[src/rtl/rmtp_ram.sv]
// Generic single-port-write, single-port-read RAM with registered read.
// No dependencies.
`default_nettype none
module rmtp_ram #(
	parameter int W = 8,
	parameter int D = 16
) (
	input  wire logic                 clk,
	input  wire logic                 we,
	input  wire logic [$clog2(D)-1:0] waddr,
	input  wire logic [W-1:0]         wdata,
	input  wire logic                 re,
	input  wire logic [$clog2(D)-1:0] raddr,
	output logic      [W-1:0]         rdata
);
	logic [W-1:0] mem [D];

	always_ff @(posedge clk) begin
		if (we)
			mem[waddr] <= wdata;
		if (re)
			rdata <= mem[raddr];
	end
endmodule
`default_nettype wire

[config.mk]
export PLATFORM = sky130hd
export DESIGN_NAME = rmtp_ram
export DESIGN_NICKNAME = d
export VERILOG_FILES = /design/src/rtl/rmtp_ram.sv
export SDC_FILE = /design/constraint.sdc
export NUM_CORES = 1
export LEC_CHECK = 0
export BUFFER_PORTS_ARGS = -buffer_cell sky130_fd_sc_hd__buf_2
export CORE_ASPECT_RATIO = 0.9
export CORE_MARGIN = 2
export CORE_UTILIZATION = 45
export DETAILED_ROUTE_END_ITERATION = 16
export PLACE_DENSITY = 0.68
export SLEW_MARGIN = 30
export SYNTH_ARGS = -nofsm -noshare
export SYNTH_HDL_FRONTEND = slang
export SYNTH_SLANG_ARGS = --single-unit
[constraint.sdc]
create_clock -name clk -period 5.2 [get_ports clk]
set_clock_uncertainty 0.2 [all_clocks]
set_input_delay 0.26 -clock clk [delete_from_list [all_inputs] [get_ports clk]]
set_output_delay 0.26 -clock clk [all_outputs]
set_load 0.03 [all_outputs]
==> metrics.sh, run 1 <==
GRT_MAX_DEGREE=33
FINAL_CRITICAL_PATH_SETUP_SLACK_NS=3.434
CTS_ROOT_BUFFER='clkbuf_16'
SYNTH_FA_HA_AREA_SHARE_PCT=0
ROWS=37
GRT_PASS1_WL_UM=15640
CLK_PIN_SLEW_NS=0.06
SYNTHESIZED_AREA_FRACTION_OCCUPIED_BY_XOR_AND_XNOR_CELLS_PCT=0
CATEGORY_OF_THE_WORST_SETUP_PATH_CAPTURE_POINT='flip-flop'
UNREPAIRED_SETUP_ENDPOINTS_AFTER_GLOBAL_ROUTING='no'
TIMING.SLEW.HEADROOM_PCT=40.83
CTS.SINKS=136
FINALCOREUTILIZATION_PCT=53.32
YOSYS_WARNINGS=0
NETLIST.AREA_LEADER.SHARE_PCT=78.12
IO_BUFFERS=26
REGTOREGENDPOINT='rdata[4]'
WL_MET2_UM=5105
CHIPHEIGHT_UM=106.3
SIMPLE_GATE_PORTION_OF_THE_SYNTHESIZED_AREA_PCT=3.135
DRT-PASS1-ITER-COUNT=4
SLOWEST_STAGE='mux4_1'
FINALHOLDVIOLCOUNT=0
WORST_PIN_SLEW_NS=0.8843
FINAL.SETUP.TNS_NS=0
STARTPOINT_TYPE='input port'
SYNTH_MOST_COMMON_CELL='edfxtp_1'
START_UTIL_PCT=45.90
FINAL_HOLD_SLACK_NS=0.01044
WHS_ENDPOINT='rdata[1]'
CRIT_PATH_CELL_TRACE='buf_4 > mux4_1 > a22oi_1 > nand2_1'
FINAL-MAX-SLEW-VIOLATION-COUNT=0
DRT_MET1_WL_UM=4132
HOLD_PATH.STARTPOINT='re'
SYNTH.AVG_CELL_AREA_UM2=22.83
TIMING.FINAL.SETUP_VIOLATIONS=0
SYNTH-COMPOUND-AREA-SHARE_PCT=2.298
WORST_SKEW_PAIR.LATE_LATENCY_NS=0.41
FINAL_MIN_PERIOD_OVER_CLOCK_PERIOD_PCT=33.96
TIMING.SETUP.CRITICAL_PATH_CLASS='in -> reg'
POSTCTSSETUPBUFFERS=0
CLOCK_TREE_FROM_TRITONCTS='done'
CRIT_ARRIVAL_NS=1.74
CP.REQUIRED_NS=5.17
ANTENNA_FOUND_INITIAL=0
GRT_OVERFLOW_TOTAL=0
NETLIST_AREA_UM2=5228
REGAREA_UM2=4084
R2R.WORST_PATH.CELLS=3
SYNTH-MAIN-FF-CELL='edfxtp_1'
FINAL_WEIGHTED_CONGESTION_IN_ROUTABILITY_DRIVEN_PLACEMENT=0.7132
YOSYS-TOP-CELLS-COUNT='136 x edfxtp_1, 18 x mux4_2, 16 x a22oi_1, 14 x mux4_1, 13 x nor2_1'
CRITPATHMAXSTAGEDELAY_NS=0.64
NNETSFINAL=287
AREA_DELTA_SYNTH_FINAL_PCT=16.16
CORE-AREA_UM2=11390
DRT_DRC_VIOLATIONS_LEFT=0
SYNTH_NETS=248
HOLD_DEPTH=1
CTS-ROOT-TO-SINK-BUFFERS=2
RUN_STATUS='complete, no violations'
MULTI_INPUT_AREA_UM2=1067
GRT_USAGE_PCT=17.92
CRIT_PATH_LEADING_DELAY_FAMILY='multiplexers'
ROUTED_VIA_DENSITY=5.604
POST_SYNTH_MUX_AREA_SHARE_PCT=14.79
SYNTH_CELLS=229
DR_WL_MET3_UM=726
REGTOREGSETUPSLACK_NS=3.53
WORSTPATHBUFFERINVERTERCOUNT=1
DP_HPWL_UM=6045
CRIT_FANOUT=32
MAX_CLOCK_FREQ_GHz=0.5663
CTS_INSERTED_BUFFERS=17
CTS_MAX_LEVEL=4
TYPE_OF_THE_MOST_CRITICAL_HOLD_PATH='in -> reg'
VIAS=2449
WL_UM=10120
MAX_VDD_DROP_V=0.0002631
CELL_ACCOUNTING_FOR_THE_MOST_SYNTHESIZED_AREA='edfxtp_1'
CAP_VIOL_MAX_COUNT=0
P_PER_AREA_nW_PER_UM2=409.8
SYNTH_SEQ_AREA_SHARE_PCT=78.12
SYNTH_ASYNC_SR_FLOP_SHARE_PCT=0
FLOORPLAN.DIE_AREA_UM2=12500
FIRST_GLOBAL_VIAS=2537
WL_PER_CELL_UM=23.15
PERIOD_NEEDED_NS=1.766
POST_ROUTE_CELLS_DRIVE_ABOVE_1_SHARE_PCT=28.83
MAIN_COMBINATIONAL_CELL_FAMILY_BY_AREA_AFTER_SYNTHESIS='multiplexers'
CTS_RESIZED=0
HOLDBUFCOUNTCTS=0
SYNTH_SEQ_CELLS=136
DIE_WIDTH_UM=117.6
SYNTH_CELL_TYPE_COUNT=18
STATIC_LEAKAGE_nW=1.995
NUM-FILL-CELLS=884
PRECTSSETUPSLACK_NS=2.946
YOSYS-TOP-CELLS-AREA='edfxtp_1 78%, mux4_2 7.8%, mux4_1 7.0%, a22oi_1 2.3%, nor2_1 0.93%'
INSERTEDDIODECOUNT=0
TOP_LAYER_USED_BY_DETAILED_ROUTING='met4'
ANTENNA_LEFT=0
SYNTH_ENABLE_FLOP_CELLS=136
WORSTREG2REGSTART='mem[10][4]'
DRT_FIRST_ITER_VIOLATIONS=238
IOS=27
==> layer usage <==
metal / track usage (%) / up-vias
met2: 27.41 / 95
met4: 6.713 / 0
met5: 0 / -
li1: - / 1062
met1: 24.48 / 1278
met3: 5.579 / 14
==> worst max path at each step <==
stage,start,end,slack (ns),depth (start not counted)
2_1_floorplan,waddr[2],mem[0][0],3.25,2
4_1_cts,raddr[0],rdata[2],3.40,4
3_5_place_dp,raddr[0],rdata[2],2.95,4
5_1_grt,raddr[0],rdata[2],3.34,4
3_3_place_gp,raddr[0],rdata[2],2.59,4
6_report,raddr[0],rdata[0],3.43,4
==> cell families (layout without fill, tap and decap cells) <==
group                  count (synthesis)  in the layout
AO/OA/AOI/OAI                         16             16
buffers and inverters                 10             62
flip-flops                           136            136
multiplexers                          32             32
AND/OR/NAND/NOR                       35             35
==> worst register-to-register path, cell delays in order (launching register included) <==
cell	delay, ns
edfxtp_1	0.37
mux4_1	0.52
a22oi_1	0.24
nand2_1	0.08
==> power breakdown <==
part | switching (W) | leakage (nW) | internal, W
clock | 0.000432 | 0.264 | 0.000697
sequential | 0.00000752 | 1.24 | 0.00124
combinational | 0.0000724 | 0.495 | 0.0000434
==> cell usage in the layout (no fill, tap or decap), types with 2 or more instances in the layout <==
cell type | synthesis | routed
clkinvlp_4 | 0 | 4
buf_2 | 3 | 25
clkinv_4 | 0 | 2
clkinv_1 | 0 | 3
nand2_1 | 9 | 9
mux4_2 | 18 | 18
a22oi_1 | 16 | 16
nor3_1 | 4 | 4
bufinv_16 | 0 | 2
clkbuf_16 | 0 | 17
clkinv_2 | 0 | 3
nor2_1 | 13 | 9
buf_4 | 1 | 5
mux4_1 | 14 | 14
nand2b_1 | 2 | 2
nand3b_1 | 2 | 2
nor2_2 | 0 | 4
edfxtp_1 | 136 | 136
==> per-stage QoR <==
stage	power [W]	std cells	instance area [µm²]
floorplan	0.001336	229	5228
global placement	0.001378	405	5497
detailed placement	0.001382	405	5499
CTS	0.002507	437	6062
global route	0.002561	437	6072
finish	0.002488	437	6072
==> sequential cells by signal (all words and copies together), names as in the netlist <==
register  cells
mem         128
rdata         8
==> cell type report <==
cell class,instances,area share [%]
Clock buffer,18,7.068
Clock inverter,14,2.205
Multi-Input combinational cell,83,17.58
Sequential cell,136,67.26
Tap cell,156,3.215
Timing Repair Buffer,30,2.679
(Power assumes the default switching activity.)
==> run 2: changes to the inputs <==
clock period = 1.75 ns   (was 5.2 ns; I/O delays follow)
==> run 2 against run 1 <==
Effect of this change:
- global-route usage decreased by 0.49 points
- sequential share of layout area down 3.9 points
- power grew to 3.2 times the previous value
- critical endpoint is now rdata[6]
- largest cell class unchanged
- largest power group is now clock
==> metrics.sh, run 2 (same netlist as run 1, synthesis figures left out) <==
FINAL_POWER_W=0.007942  # +220%
MAX_VDD_DROP_V=0.0007008  # +170%
ANTENNA_FOUND_INITIAL=0  # unchanged
CORE-AREA_UM2=11390  # unchanged
FINAL-MAX-SLEW-VIOLATION-COUNT=0  # unchanged
POST_ROUTE_CELLS_DRIVE_ABOVE_1_SHARE_PCT=33.97  # +5.1 points
REGTOREGSETUPSLACK_NS=0.06  # -3.47 ns
WL_UM=9845  # -2.7%
IOS=27  # unchanged
DRT_FIRST_ITER_VIOLATIONS=246  # +3.4%
START_UTIL_PCT=45.90  # unchanged
DRT_DRC_VIOLATIONS_LEFT=0  # unchanged
TIMING.FINAL.SETUP_VIOLATIONS=0  # unchanged
PLACEMENT.CELL_AREA_UM2=5702  # +3.7%
CRIT_ARRIVAL_NS=1.64  # -0.10 ns
GRT_USAGE_PCT=17.43  # -0.49 points
GRT_MAX_DEGREE=19  # -42%
DP_HPWL_UM=6243  # +3.3%
CP.REQUIRED_NS=1.70  # -3.47 ns
FIRST_GLOBAL_VIAS=2666  # +5.1%
REGAREA_UM2=4084  # unchanged
CLOCK_TREE_FROM_TRITONCTS='done'
WORST_PIN_SLEW_NS=0.3723  # -0.5120 ns
RUN_STATUS='complete, no violations'
LARGEST_REGISTER_FFS=128  # unchanged
MULTI_INPUT_AREA_UM2=1072  # +0.47%
PERIOD_NEEDED_NS=1.694
FINALHOLDVIOLCOUNT=0  # unchanged
POST-ROUTE-CELL-AREA_UM2=6450  # +6.2%
MAX_CLOCK_FREQ_GHz=0.5902
NUM-FILL-CELLS=866  # -2.0%
WL_PER_CELL_UM=20.90  # -9.7%
FLOORPLAN.DIE_AREA_UM2=12500  # unchanged
FINALCOREUTILIZATION_PCT=56.64  # +3.3 points
CHIPHEIGHT_UM=106.3  # unchanged
R2R.WORST_PATH.CELLS=3  # unchanged
CATEGORY_OF_THE_WORST_SETUP_PATH_CAPTURE_POINT='flip-flop'
VIAS=2516  # +2.7%
FINAL_MIN_PERIOD_OVER_CLOCK_PERIOD_PCT=96.82
STATIC_LEAKAGE_nW=2.216  # +11%
WORSTREG2REGSTART='mem[1][6]'
CTS.SINKS=136  # unchanged
CTS_ROOT_BUFFER='clkbuf_16'
STARTPOINT_TYPE='flip-flop'
MOST_FREQUENT_STANDARD_CELL_IN_THE_LAYOUT_EXCLUDING_FILL_AND_TAP_CELLS='edfxtp_1'
AREA_DELTA_SYNTH_FINAL_PCT=23.38
DRT-PASS1-ITER-COUNT=4  # unchanged
CRIT_FANOUT=1  # -97%
ROUTED_VIA_DENSITY=5.342  # -4.7%
ROWS=37  # unchanged
LARGEST-REGISTER='mem'
CTS_INSERTED_BUFFERS=17  # unchanged
GRT_PASS1_WL_UM=15520  # -0.75%
P_PER_AREA_nW_PER_UM2=1231  # +200%
COMMONEST_CELLS_AFTER_ROUTING_FILL_AND_TAPS_ASIDE='136 x edfxtp_1, 28 x buf_4, 26 x buf_2'
FINAL_WEIGHTED_CONGESTION_IN_ROUTABILITY_DRIVEN_PLACEMENT=0.7773  # +9.0%
HOLD_PATH.STARTPOINT='waddr[0]'
TIMING.CRITICAL_PATH.FROM='mem[1][6]'
GRT_OVERFLOW_TOTAL=0  # unchanged
NNETSFINAL=321  # +12%
WHS_ENDPOINT='mem[0][6]'
CTS_MAX_LEVEL=4  # unchanged
INSERTEDDIODECOUNT=0  # unchanged
WORST_SKEW_PAIR.LATE_LATENCY_NS=0.40  # about the same
CAP_VIOL_MAX_COUNT=0  # unchanged
IO_BUFFERS=26  # unchanged
TIMING.SLEW.HEADROOM_PCT=75.18  # +34 points
TIMING.SETUP.CRITICAL_PATH_CLASS='reg -> reg'
UNREPAIRED_SETUP_ENDPOINTS_AFTER_GLOBAL_ROUTING='no'
DIE_WIDTH_UM=117.6  # unchanged
REG_TOP3='mem: 128 flops, rdata: 8 flops'
POSTCTSSETUPBUFFERS=0  # unchanged
REGTOREGENDPOINT='rdata[6]'
CLK_PIN_SLEW_NS=0.06  # about the same
CTS-ROOT-TO-SINK-BUFFERS=2  # unchanged
ANTENNA_LEFT=0  # unchanged
TYPE_OF_THE_MOST_CRITICAL_HOLD_PATH='in -> reg'
HOLD_DEPTH=3  # +2
run 2: worst max path at each step:
stage / endpoint / cells past startpoint / slack (ns)
6_report: rdata[6] / 3 / 0.06
5_1_grt: rdata[6] / 3 / 0.0009
4_1_cts: rdata[0] / 3 / 0.04
3_5_place_dp: rdata[0] / 5 / -0.08
3_3_place_gp: rdata[2] / 5 / -0.08
2_1_floorplan: rdata[1] / 5 / 0.18
run 2: what timing repair did:
item | 4_1_cts | 5_1_grt
resized for setup | 0 | 2
hold endpoints to repair | 136 | 0
hold buffers | 9 | 0
endpoints found under the setup margin | 0 | 2
run 2: cell type report:
type,instances,area share [%]
Clock buffer,19,6.712
Timing Repair Buffer,64,6.984
Tap cell,156,3.026
Sequential cell,136,63.32
Multi-Input combinational cell,83,16.62
Clock inverter,13,3.337
run 2: report_power, final:
group / switching [W] / internal, W / leakage (nW)
combinational: 0.000224 / 0.000170 / 0.667
sequential: 0.0000177 / 0.00367 / 1.24
clock: 0.00131 / 0.00255 / 0.313
total: 0.00155 / 0.00639 / 2.22
run 2: metrics by stage:
stage,instances,setup slack (ns),TNS [ns],hold WS [ns]
after detailed placement,430,-0.08241,-0.2914,0.2562
after global routing,471,0.0009389,0,0.04742
after global placement,430,-0.07766,-0.2616,0.2598
after floorplan,229,0.1801,0,-0.01363
final,471,0.05561,0,0.03469
after CTS,471,0.04069,0,0.02168
run 2: per-layer routing:
metal  GRT usage, %  wire length [µm]  vias up
li1               -                 -     1129
met5              0                 0        -
met3          4.614               450       12
met1          22.92              4444     1303
met4          7.143               130        0
met2          27.99              4819       72
run 2: worst max-delay path, cell delays in order (launching register included):
cell	delay [ns]
edfxtp_1	0.37
mux4_2	0.45
a22oi_1	0.33
nand2_1	0.09
